===== config.mk =====
export PLATFORM = sky130hd
export DESIGN_NAME = line_tokenizer_unit_flat
export DESIGN_NICKNAME = d
export VERILOG_FILES = /design/src/hw/rtl/ltok_pkg.sv /design/src/hw/rtl/ltok_if.sv /design/src/hw/rtl/ltok_lexer.sv /design/src/hw/rtl/line_tokenizer_unit.sv /design/src/flat_wrapper.sv
export SDC_FILE = /design/constraint.sdc
export NUM_CORES = 1
export LEC_CHECK = 0
export ABC_AREA = 0
export BUFFER_PORTS_ARGS = -buffer_cell sky130_fd_sc_hd__buf_4
export CORE_UTILIZATION = 60
export DETAILED_ROUTE_END_ITERATION = 8
export PLACE_DENSITY = 0.78
export SYNTH_ARGS = -nofsm -noshare
export SYNTH_HDL_FRONTEND = slang
export SYNTH_HIERARCHICAL = 1
export SYNTH_SLANG_ARGS = --single-unit

===== constraint.sdc =====
create_clock -name clk_i -period 3.6 [get_ports clk_i]
set_clock_uncertainty 0.15 [all_clocks]
set_input_delay 0.18 -clock clk_i [delete_from_list [all_inputs] [get_ports clk_i]]
set_output_delay 0.18 -clock clk_i [all_outputs]
set_load 0.005 [all_outputs]

===== src/hw/rtl/ltok_pkg.sv =====
package ltok_pkg;

  localparam int unsigned MaxRes = 5;
  localparam int unsigned CntW   = 3;

  localparam logic [7:0] ChUnder = 8'h5F;  // '_'
  localparam logic [7:0] ChDot   = 8'h2E;  // '.'
  localparam logic [7:0] ChQuote = 8'h22;  // '"'
  localparam logic [7:0] ChEq    = 8'h3D;  // '='
  localparam logic [7:0] ChBang  = 8'h21;  // '!'
  localparam logic [7:0] ChLt    = 8'h3C;  // '<'
  localparam logic [7:0] ChGt    = 8'h3E;  // '>'
  localparam logic [7:0] ChSpace = 8'h20;

  typedef enum logic [1:0] {
    KIND_CHAR = 2'd0,
    KIND_END  = 2'd1,
    KIND_LINE = 2'd2
  } kind_e;

  typedef enum logic [3:0] {
    MODE_IDLE = 4'b0001,
    MODE_WORD = 4'b0010,
    MODE_STR  = 4'b0100,
    MODE_HOLD = 4'b1000
  } mode_e;

  typedef struct packed {
    kind_e      kind;
    logic [7:0] token_char;
  } res_t;

  typedef struct packed {
    res_t [MaxRes-1:0] res;
    logic [CntW-1:0]   cnt;
  } bundle_t;

  function automatic res_t mk_res(kind_e kind, logic [7:0] c);
    res_t r;
    r.kind       = kind;
    r.token_char = (kind == KIND_CHAR) ? c : 8'h00;
    return r;
  endfunction

endpackage


===== src/hw/rtl/ltok_if.sv =====
interface ltok_in_if;
  logic       valid;
  logic       ready;
  logic [7:0] ch;
  logic       line_last;

  modport source (output valid, output ch, output line_last, input ready);
  modport sink   (input valid, input ch, input line_last, output ready);
endinterface

interface ltok_out_if;
  logic       valid;
  logic       ready;
  logic [1:0] kind;
  logic [7:0] token_char;
  logic       run_last;

  modport source (output valid, output kind, output token_char, output run_last, input ready);
  modport sink   (input valid, input kind, input token_char, input run_last, output ready);
endinterface


===== src/hw/rtl/ltok_lexer.sv =====
// Per-byte lexer: next state and the burst of results for one byte.
module ltok_lexer import ltok_pkg::*; (
  input  logic [7:0] ch_i,
  input  logic       last_i,
  input  mode_e      mode_i,
  input  logic [7:0] pend_i,
  output bundle_t    bundle_o,
  output mode_e      mode_o,
  output logic [7:0] pend_o
);

  logic            is_space;
  logic            is_word;
  logic            is_pair;

  assign is_space = (ch_i == ChSpace) || (ch_i inside {[8'd9:8'd13]});
  assign is_word  = (ch_i inside {[8'h61:8'h7A], [8'h41:8'h5A], [8'h30:8'h39]}) ||
                    (ch_i == ChDot) || (ch_i == ChUnder);
  assign is_pair  = (ch_i == ChBang) || (ch_i == ChEq) || (ch_i == ChLt) || (ch_i == ChGt);

  always_comb begin
    logic [CntW-1:0] n;
    logic            used;
    mode_e           m;
    logic [7:0]      p;
    bundle_o = '0;
    n        = '0;
    used     = 1'b0;
    m        = mode_i;
    p        = pend_i;

    // held operator resolves against this byte
    if (m == MODE_HOLD) begin
      bundle_o.res[n] = mk_res(KIND_CHAR, p);
      n = n + 1'b1;
      if (ch_i == ChEq) begin
        bundle_o.res[n] = mk_res(KIND_CHAR, ch_i);
        n = n + 1'b1;
        used = 1'b1;
      end
      bundle_o.res[n] = mk_res(KIND_END, 8'h00);
      n = n + 1'b1;
      m = MODE_IDLE;
      p = 8'h00;
    end

    if (!used) begin
      if (m == MODE_STR) begin
        bundle_o.res[n] = mk_res(KIND_CHAR, ch_i);
        n = n + 1'b1;
        if (ch_i == ChQuote) begin
          bundle_o.res[n] = mk_res(KIND_END, 8'h00);
          n = n + 1'b1;
          m = MODE_IDLE;
        end
      end else if (is_space) begin
        if (m == MODE_WORD) begin
          bundle_o.res[n] = mk_res(KIND_END, 8'h00);
          n = n + 1'b1;
        end
        m = MODE_IDLE;
      end else if (is_word) begin
        bundle_o.res[n] = mk_res(KIND_CHAR, ch_i);
        n = n + 1'b1;
        m = MODE_WORD;
      end else if (ch_i == ChQuote) begin
        if (m == MODE_WORD) begin
          bundle_o.res[n] = mk_res(KIND_END, 8'h00);
          n = n + 1'b1;
        end
        bundle_o.res[n] = mk_res(KIND_CHAR, ch_i);
        n = n + 1'b1;
        m = MODE_STR;
      end else begin
        if (m == MODE_WORD) begin
          bundle_o.res[n] = mk_res(KIND_END, 8'h00);
          n = n + 1'b1;
        end
        if (is_pair && !last_i) begin
          p = ch_i;
          m = MODE_HOLD;
        end else begin
          bundle_o.res[n] = mk_res(KIND_CHAR, ch_i);
          n = n + 1'b1;
          bundle_o.res[n] = mk_res(KIND_END, 8'h00);
          n = n + 1'b1;
          m = MODE_IDLE;
        end
      end
    end

    // line end closes whatever is open
    if (last_i) begin
      if ((m == MODE_WORD) || (m == MODE_STR)) begin
        bundle_o.res[n] = mk_res(KIND_END, 8'h00);
        n = n + 1'b1;
      end
      bundle_o.res[n] = mk_res(KIND_LINE, 8'h00);
      n = n + 1'b1;
      m = MODE_IDLE;
      p = 8'h00;
    end

    bundle_o.cnt = n;
    mode_o       = m;
    pend_o       = p;
  end

endmodule


===== src/hw/rtl/line_tokenizer_unit.sv =====
// A byte accepted into the input register moves through the lexer into the result
//   register, which shows its first result, once the result register is free.
// Throughput: one byte per cycle while the output is ready and no byte gives more
//   than one result; a byte's results (up to five) all leave before the next byte's.
// The result register drains while the input register fills, so both sides overlap.
// Reset (rst_ni low, asynchronous): pipeline empties, lexer returns between tokens.
module line_tokenizer_unit import ltok_pkg::*; (
  input logic         clk_i,
  input logic         rst_ni,
  ltok_in_if.sink     in_i,
  ltok_out_if.source  out_o
);

  // Input register: one byte waiting for the lexer.
  logic            s1_valid_q;
  logic [7:0]      s1_ch_q;
  logic            s1_last_q;

  // Result register: the burst of one byte, walked word by word.
  logic            b_valid_q;
  bundle_t         b_q;
  logic [CntW-1:0] idx_q;

  // Lexer state carried across bytes of a line.
  mode_e           mode_q, mode_d;
  logic [7:0]      pend_q, pend_d;

  bundle_t         bundle_d;
  res_t            cur;
  logic            run_last;
  logic            take;
  logic            pop_last;
  logic            adv;

  ltok_lexer u_lexer (
    .ch_i     (s1_ch_q),
    .last_i   (s1_last_q),
    .mode_i   (mode_q),
    .pend_i   (pend_q),
    .bundle_o (bundle_d),
    .mode_o   (mode_d),
    .pend_o   (pend_d)
  );

  assign cur      = b_q.res[idx_q];
  assign run_last = (idx_q == (b_q.cnt - 1'b1));
  assign take     = b_valid_q && out_o.ready;
  assign pop_last = take && run_last;
  // lexer consumes the held byte once the result register is free or freeing
  assign adv      = s1_valid_q && (!b_valid_q || pop_last);

  assign in_i.ready       = !s1_valid_q || adv;
  assign out_o.valid      = b_valid_q;
  assign out_o.kind       = cur.kind;
  assign out_o.token_char = cur.token_char;
  assign out_o.run_last   = run_last;

  always_ff @(posedge clk_i or negedge rst_ni) begin
    if (!rst_ni) begin
      s1_valid_q <= 1'b0;
    end else if (in_i.ready) begin
      s1_valid_q <= in_i.valid;
    end
  end

  always_ff @(posedge clk_i) begin
    if (in_i.valid && in_i.ready) begin
      s1_ch_q   <= in_i.ch;
      s1_last_q <= in_i.line_last;
    end
  end

  always_ff @(posedge clk_i or negedge rst_ni) begin
    if (!rst_ni) begin
      b_valid_q <= 1'b0;
      idx_q     <= '0;
      mode_q    <= MODE_IDLE;
      pend_q    <= 8'h00;
    end else if (adv) begin
      // quiet bytes (no results) leave the result register empty
      b_valid_q <= (bundle_d.cnt != '0);
      idx_q     <= '0;
      mode_q    <= mode_d;
      pend_q    <= pend_d;
    end else if (pop_last) begin
      b_valid_q <= 1'b0;
      idx_q     <= '0;
    end else if (take) begin
      idx_q     <= idx_q + 1'b1;
    end
  end

  always_ff @(posedge clk_i) begin
    if (adv) begin
      b_q <= bundle_d;
    end
  end

endmodule


===== src/flat_wrapper.sv =====
// flat-port wrapper written by rule: the top's interface ports become plain ports
module line_tokenizer_unit_flat import ltok_pkg::*;
  (clk_i, rst_ni, in_i_valid, in_i_ch, in_i_line_last, in_i_ready, out_o_valid, out_o_kind, out_o_token_char, out_o_run_last, out_o_ready);
  ltok_in_if in_i_i ();
  ltok_out_if out_o_i ();
  input logic clk_i;
  input logic rst_ni;
  input wire logic [$bits(in_i_i.valid)-1:0] in_i_valid;
  input wire logic [$bits(in_i_i.ch)-1:0] in_i_ch;
  input wire logic [$bits(in_i_i.line_last)-1:0] in_i_line_last;
  output wire logic [$bits(in_i_i.ready)-1:0] in_i_ready;
  output wire logic [$bits(out_o_i.valid)-1:0] out_o_valid;
  output wire logic [$bits(out_o_i.kind)-1:0] out_o_kind;
  output wire logic [$bits(out_o_i.token_char)-1:0] out_o_token_char;
  output wire logic [$bits(out_o_i.run_last)-1:0] out_o_run_last;
  input wire logic [$bits(out_o_i.ready)-1:0] out_o_ready;
  assign in_i_i.valid = in_i_valid;
  assign in_i_i.ch = in_i_ch;
  assign in_i_i.line_last = in_i_line_last;
  assign in_i_ready = in_i_i.ready;
  assign out_o_valid = out_o_i.valid;
  assign out_o_kind = out_o_i.kind;
  assign out_o_token_char = out_o_i.token_char;
  assign out_o_run_last = out_o_i.run_last;
  assign out_o_i.ready = out_o_ready;
  line_tokenizer_unit u_core (.clk_i(clk_i), .rst_ni(rst_ni), .in_i(in_i_i), .out_o(out_o_i));
endmodule

==> results.yml, run 1 <==
status:
  status: "finished clean"
routing:
  drt_drc_violations_left: 0
  vias: 3297
  routed_wl_mm: 9.50
  drtAntennaViolNets: 0
  wl_per_cell_um: 17.1
  vias_per_cell: 5.93
  first_pass_iters: 5
  drt_iter0_drc: 301
placement:
  place_area_um2: 4740
  place_inst: 518
  portBuffers: 25
  dp_hpwl_mm: 6.70
  gp_congestion: 0.963
final_layout:
  fillCellCount: 537
  num_antenna_cells: 0
  final_util_pct: 71.1
  drive_above_1_share_pct: 24.1
  final_cell_area_um2: 5130
  layout.nets: 468
  syn_to_final_growth_pct: 15.2
  finalNonFillerCells: 556
floorplan:
  die_y_um: 88.2
  coreArea_um2: 7210
  num_rows: 31
  dieArea_um2: 7770
  start_util_pct: 61.7
  ios: 26
  fp.dieW_um: 88.2
synthesis:
  synth-edff-count: 62
  async_flop_share_pct: 21.5
  syn_avg_cell_area_um2: 11.2
  ys.flop_type: "edfxtp_1"
  ys_top_cells_by_count: "62 x edfxtp_1, 47 x nand2_1, 28 x nor2_1"
  syn_area_um2: 4450
  seq_area_frac_synth_pct: 51.4
  synth_area_leader_cell: "edfxtp_1"
  synth_most_common_cell: "edfxtp_1"
  yosys_warnings: 6
  synth.top_cell.area_share_pct: 41.8
  postSynthCellCount: 398
  synth_cell_types: 70
  synth_area_leaders: "edfxtp_1 42%, dfrtp_1 9.0%, mux4_2 5.1%"
  ys_ff_latch: 79
worst_setup_path:
  crit_type: "reg -> reg"
  cp_common_cell: "nor2_1"
  crit_slowest_cell: "edfxtp_1"
  crit_chain: "buf_4, or3_1, and3_1, nor2_1, and4_4, nor3_1, ha_1, nand2b_1, a311oi_1, o211ai_1, o311ai_4, nor2_1"
  required_ns: 3.55
  r2r_start: "u_core/s1_ch_q[0]"
  cp-end-kind: "flop"
  critPathMaxFanout: 10
  path_buf_inv: 1
  cp_top_family: "simple AND/OR/NAND/NOR gates"
  reg2reg_depth: 12
  crit_cells: 12
  startpoint_type: "flop"
  crit_start: "u_core/s1_ch_q[0]"
  crit_arrival_ns: 3.33
  slowest_delay_ns: 0.55
timing:
  final.period_utilization_pct: 93.8
  finalSetupViolations: 0
  relSlewSlack_pct: 43.7
  setup-tns-final_ns: 0
  finalHoldViolCount: 0
  period_minus_slack_ns: 3.38
  drv_slew: 0
  worst_slew_pin_slew_ns: 0.844
  max_freq_mhz: 296
global_routing:
  grt_pass1_wl_mm: 14.9
  grt-ovfl-total: 0
  grt_max_degree: 66
  antenna_found_initial: 0
  grt_pass1_vias: 3002
  grtUsageTotal_pct: 26.1
clock_network:
  cts.clk_slew.worst_paths_ns: 0.09
  cts_buffers: 9
  cts_root_buf: "clkbuf_8"
  cts_tree: "yes"
  clk_latency_ns: 0.36
  cts_sinks: 79
  h-tree-depth: 3
  clock_path_buffers: 2
flow_run:
  drv_cap: 0
power_and_ir_drop:
  p_per_area_nw_per_um2: 767
  power.leakage_uw: 0.00206
  irDropWorstVdd_v: 0.000353
  power_uw: 3930
hold_path:
  hold_class: "in -> async"
-- per-stage QoR --
stage / worst slack, ns / hold WS (ns)
global route: -0.00149 / 0.0906
global placement: 0.252 / -0.0797
detailed placement: 0.181 / -0.0769
CTS: 0.161 / 0.0671
floorplan: 0.324 / -0.266
finish: 0.225 / 0.0720
-- flip-flops by register name, summed over array words and instances (netlist names) --
register and cells:
u_core/out_o.valid 1, u_core/s1_ch_q 8, u_core/s1_last_q 1, u_core/idx_q 3
u_core/s1_valid_q 1, u_core/mode_q 4, u_core/b_q 53, u_core/pend_q 8
-- final timing paths --
| kind | endpoint | slack [ns] |
|---|---|---|
| worst min-delay path | u_core/pend_q[2] | 0.07 |
| worst max-delay path | u_core/b_q[25] | 0.22 |
| max in group asynchronous | u_core/mode_q[0] | 2.97 |
| worst max register to register | u_core/b_q[25] | 0.22 |
| min in group clk_i | u_core/s1_last_q | 0.38 |
| worst min register to register | u_core/pend_q[4] | 0.41 |
-- cells by family (layout without fill, tap and decap cells) --
group	Yosys count	count (layout)	synth area share [%]
compound gates	95	95	15.0
flops	79	79	51.4
fa+ha+maj	3	3	0.843
other cells	1	17	0.0842
xor+xnor	6	6	1.55
mux	23	23	8.31
buf+inv	55	98	6.66
simple gates	136	136	16.2
-- worst reg2reg max path, stage by stage, from the launching register on --
cell and delay (ns):
edfxtp_1 0.55, buf_4 0.21, or3_1 0.29, and3_1 0.18, nor2_1 0.23, and4_4 0.28, nor3_1 0.07, ha_1 0.39
nand2b_1 0.08, a311oi_1 0.24, o211ai_1 0.19, o311ai_4 0.17, nor2_1 0.10
-- routing by layer --
metal | part of all wire (%) | global-route usage, % | vias to the layer above
met2 | 49 | 43.1 | 158
met4 | 1.7 | 8.80 | 0
met5 | 0 | 0 | -
met3 | 7.4 | 6.03 | 20
met1 | 41 | 34.0 | 1548
li1 | - | - | 1571
-- cell type report --
class                   count  area (um^2)  share of cell area (%)
flip-flops and latches     79         2290                    44.6
multi-input cells         280         1940                    37.9
repair buffers             64          520                    10.1
clock buffers               9          124                    2.41
well taps                  99          124                    2.41
inverters                  18         67.6                    1.32
clock inverters             7         63.8                    1.24
-- report_power, final --
group          total, uW  switching, uW  leakage [uW]  internal (uW)
Sequential          1590            218      0.000788           1380
Combinational       1710            909       0.00119            805
Clock                626            360     0.0000903            265
-- cell usage in the layout (no fill, tap or decap), drive strengths merged, types with 3 or more instances in the layout --
cell type    count
edfxtp          62
buf             51
nand2           47
nor2            28
a21oi           27
o21ai           25
inv             21
conb            17
dfrtp           16
dlygate4sd3     12
mux2            12
nand3           11
mux4            10
clkbuf          10
nor3             9
nor4b            7
and2             5
a22oi            5
o31ai            5
and3             4
nor4             4
a22o             4
or3              4
o21a             3
xor2             3
ha               3
a21o             3
nor3b            3
o41ai            3
a31oi            3
o311ai           3
-- what timing repair did --
item                       CTS  global route
hold buffers                12             0
hold endpoints to repair    29             0
setup endpoints to repair    0             8
buffers inserted             0            10
gates resized for setup      0             3
(Power assumes the default switching activity.)
==> run 2: changes to the inputs <==
--- a/config.mk
+++ b/config.mk
@@ -7,9 +7,9 @@
 export LEC_CHECK = 0
 export ABC_AREA = 0
 export BUFFER_PORTS_ARGS = -buffer_cell sky130_fd_sc_hd__buf_4
-export CORE_UTILIZATION = 60
+export CORE_UTILIZATION = 45
 export DETAILED_ROUTE_END_ITERATION = 8
-export PLACE_DENSITY = 0.78
+export PLACE_DENSITY = 0.61
 export SYNTH_ARGS = -nofsm -noshare
 export SYNTH_HDL_FRONTEND = slang
 export SYNTH_HIERARCHICAL = 1
==> results.yml, run 2 (same netlist as run 1, synthesis figures left out) <==
timing:
  period_minus_slack_ns: 3.41
  worst_slew_pin_slew_ns: 0.767
  max_freq_mhz: 293
  drv_slew: 0
  setup-tns-final_ns: 0
  final.period_utilization_pct: 94.9
  rsz0062_at_grt: "false"
  relSlewSlack_pct: 48.2
  finalSetupViolations: 0
  finalHoldViolCount: 0
routing:
  vias: 3151
  wl_per_cell_um: 16.4
  drt_drc_violations_left: 0
  routed_wl_mm: 9.52
  vias_per_cell: 5.41
  drt_iter0_drc: 165
  first_pass_iters: 4
  drtAntennaViolNets: 0
worst_setup_path:
  cp-end-kind: "flop"
  reg2reg_depth: 12
  crit_start: "u_core/s1_ch_q[4]"
  crit_arrival_ns: 3.35
  critPathMaxFanout: 9
  r2r_start: "u_core/s1_ch_q[4]"
  r2r_setup_slack_ns: 0.19
  required_ns: 3.54
  crit_type: "reg -> reg"
  startpoint_type: "flop"
  r2r_end: "u_core/b_q[28]"
floorplan:
  die_y_um: 101
  start_util_pct: 47.3
  ios: 26
  coreArea_um2: 9420
  num_rows: 35
  dieArea_um2: 10300
  fp.dieW_um: 101
global_routing:
  grtUsageTotal_pct: 20.2
  grt_pass1_wl_mm: 15.5
  antenna_found_initial: 0
  grt-ovfl-total: 0
  grt_pass1_vias: 2922
  grt_max_degree: 66
status:
  status: "finished clean"
placement:
  dp_hpwl_mm: 6.91
  gp_congestion: 0.961
  portBuffers: 25
  place_inst: 553
clock_network:
  cts.clk_slew.worst_paths_ns: 0.09
  cts_sinks: 79
  cts_tree: "yes"
  cts_root_buf: "clkbuf_8"
  h-tree-depth: 3
  clock_path_buffers: 2
  cts_buffers: 9
  clk_latency_ns: 0.35
final_layout:
  syn_to_final_growth_pct: 16.1
  max_flop_register: "u_core/b_q"
  finalNonFillerCells: 582
  layout_commonest_cell: "edfxtp_1"
  num_antenna_cells: 0
  largest_reg_flops: 53
  layout.nets: 464
  drive_above_1_share_pct: 23.4
  reg_top3: "u_core/b_q x53, u_core/pend_q x8, u_core/s1_ch_q x8"
  layout_common_cells: "62 x edfxtp_1, 47 x buf_4, 47 x nand2_1"
power_and_ir_drop:
  power.leakage_uw: 0.00206
  p_per_area_nw_per_um2: 777
  irDropWorstVdd_v: 0.000353
flow_run:
  drv_cap: 0
hold_path:
  hold_class: "in -> async"
[run 2: per-layer routing]
metal  wire, um  GRT usage, %  share of wire, %  up-vias
met1       4540          28.5                48     1503
li1           -             -                 -     1563
met3        367          3.93               3.9       16
met5          0             0                 0        -
met2       4450          31.3                47       69
met4        165          7.02               1.7        0
[run 2: cell type report]
class / count / area (um^2)
clock inverters: 7 / 93.8
well taps: 129 / 161
inverters: 18 / 67.6
fillers: 851 / 4240
multi-input cells: 280 / 1940
clock buffers: 9 / 124
repair buffers: 60 / 493
flip-flops and latches: 79 / 2290
[run 2: where the power goes]
group	switching, uW	internal (uW)	total (uW)
clock network	339	392	731
logic	929	799	1730
registers	178	1380	1560
total	1450	2570	4020
[run 2: worst max path at each step]
stage | endpoint | slack [ns] | depth (start not counted)
after global placement | u_core/b_q[27] | 0.24 | 11
after CTS | u_core/b_q[28] | 0.15 | 11
after floorplan | u_core/b_q[23] | 0.32 | 11
final | u_core/b_q[28] | 0.19 | 12
after global routing | u_core/b_q[28] | 0.01 | 12
after detailed placement | u_core/b_q[23] | 0.17 | 11
[run 2: critical path, cell delays in order (launching register included)]
cell and delay [ns]:
edfxtp_1 0.53, buf_4 0.22, and4b_1 0.18, o21ai_1 0.28
o41a_1 0.28, and4_4 0.26, nor3_1 0.07, ha_1 0.39
nand2b_1 0.08, a311oi_1 0.24, o211ai_1 0.20, o311ai_4 0.18
nor2_1 0.10
[run 2: stage by stage]
step                utilization [%]  hold WS [ns]  instance area, um^2  total power [uW]  setup slack, ns
detailed placement             51.2       -0.0846                 4820              3300            0.169
global route                   54.9        0.0823                 5170              4300           0.0112
floorplan                         -        -0.266                 4510              2700            0.324
CTS                            54.8        0.0708                 5160              4040            0.151
finish                         54.9        0.0719                 5170              4020            0.185
global placement               51.2       -0.0850                 4820              3270            0.242
[run 2: what timing repair did]
action | 4_1_cts | 5_1_grt
setup endpoints to repair | 0 | 8
gates resized for setup | 0 | 2
buffers inserted | 0 | 1
hold buffers | 12 | 0
endpoints found under the hold margin | 29 | 0
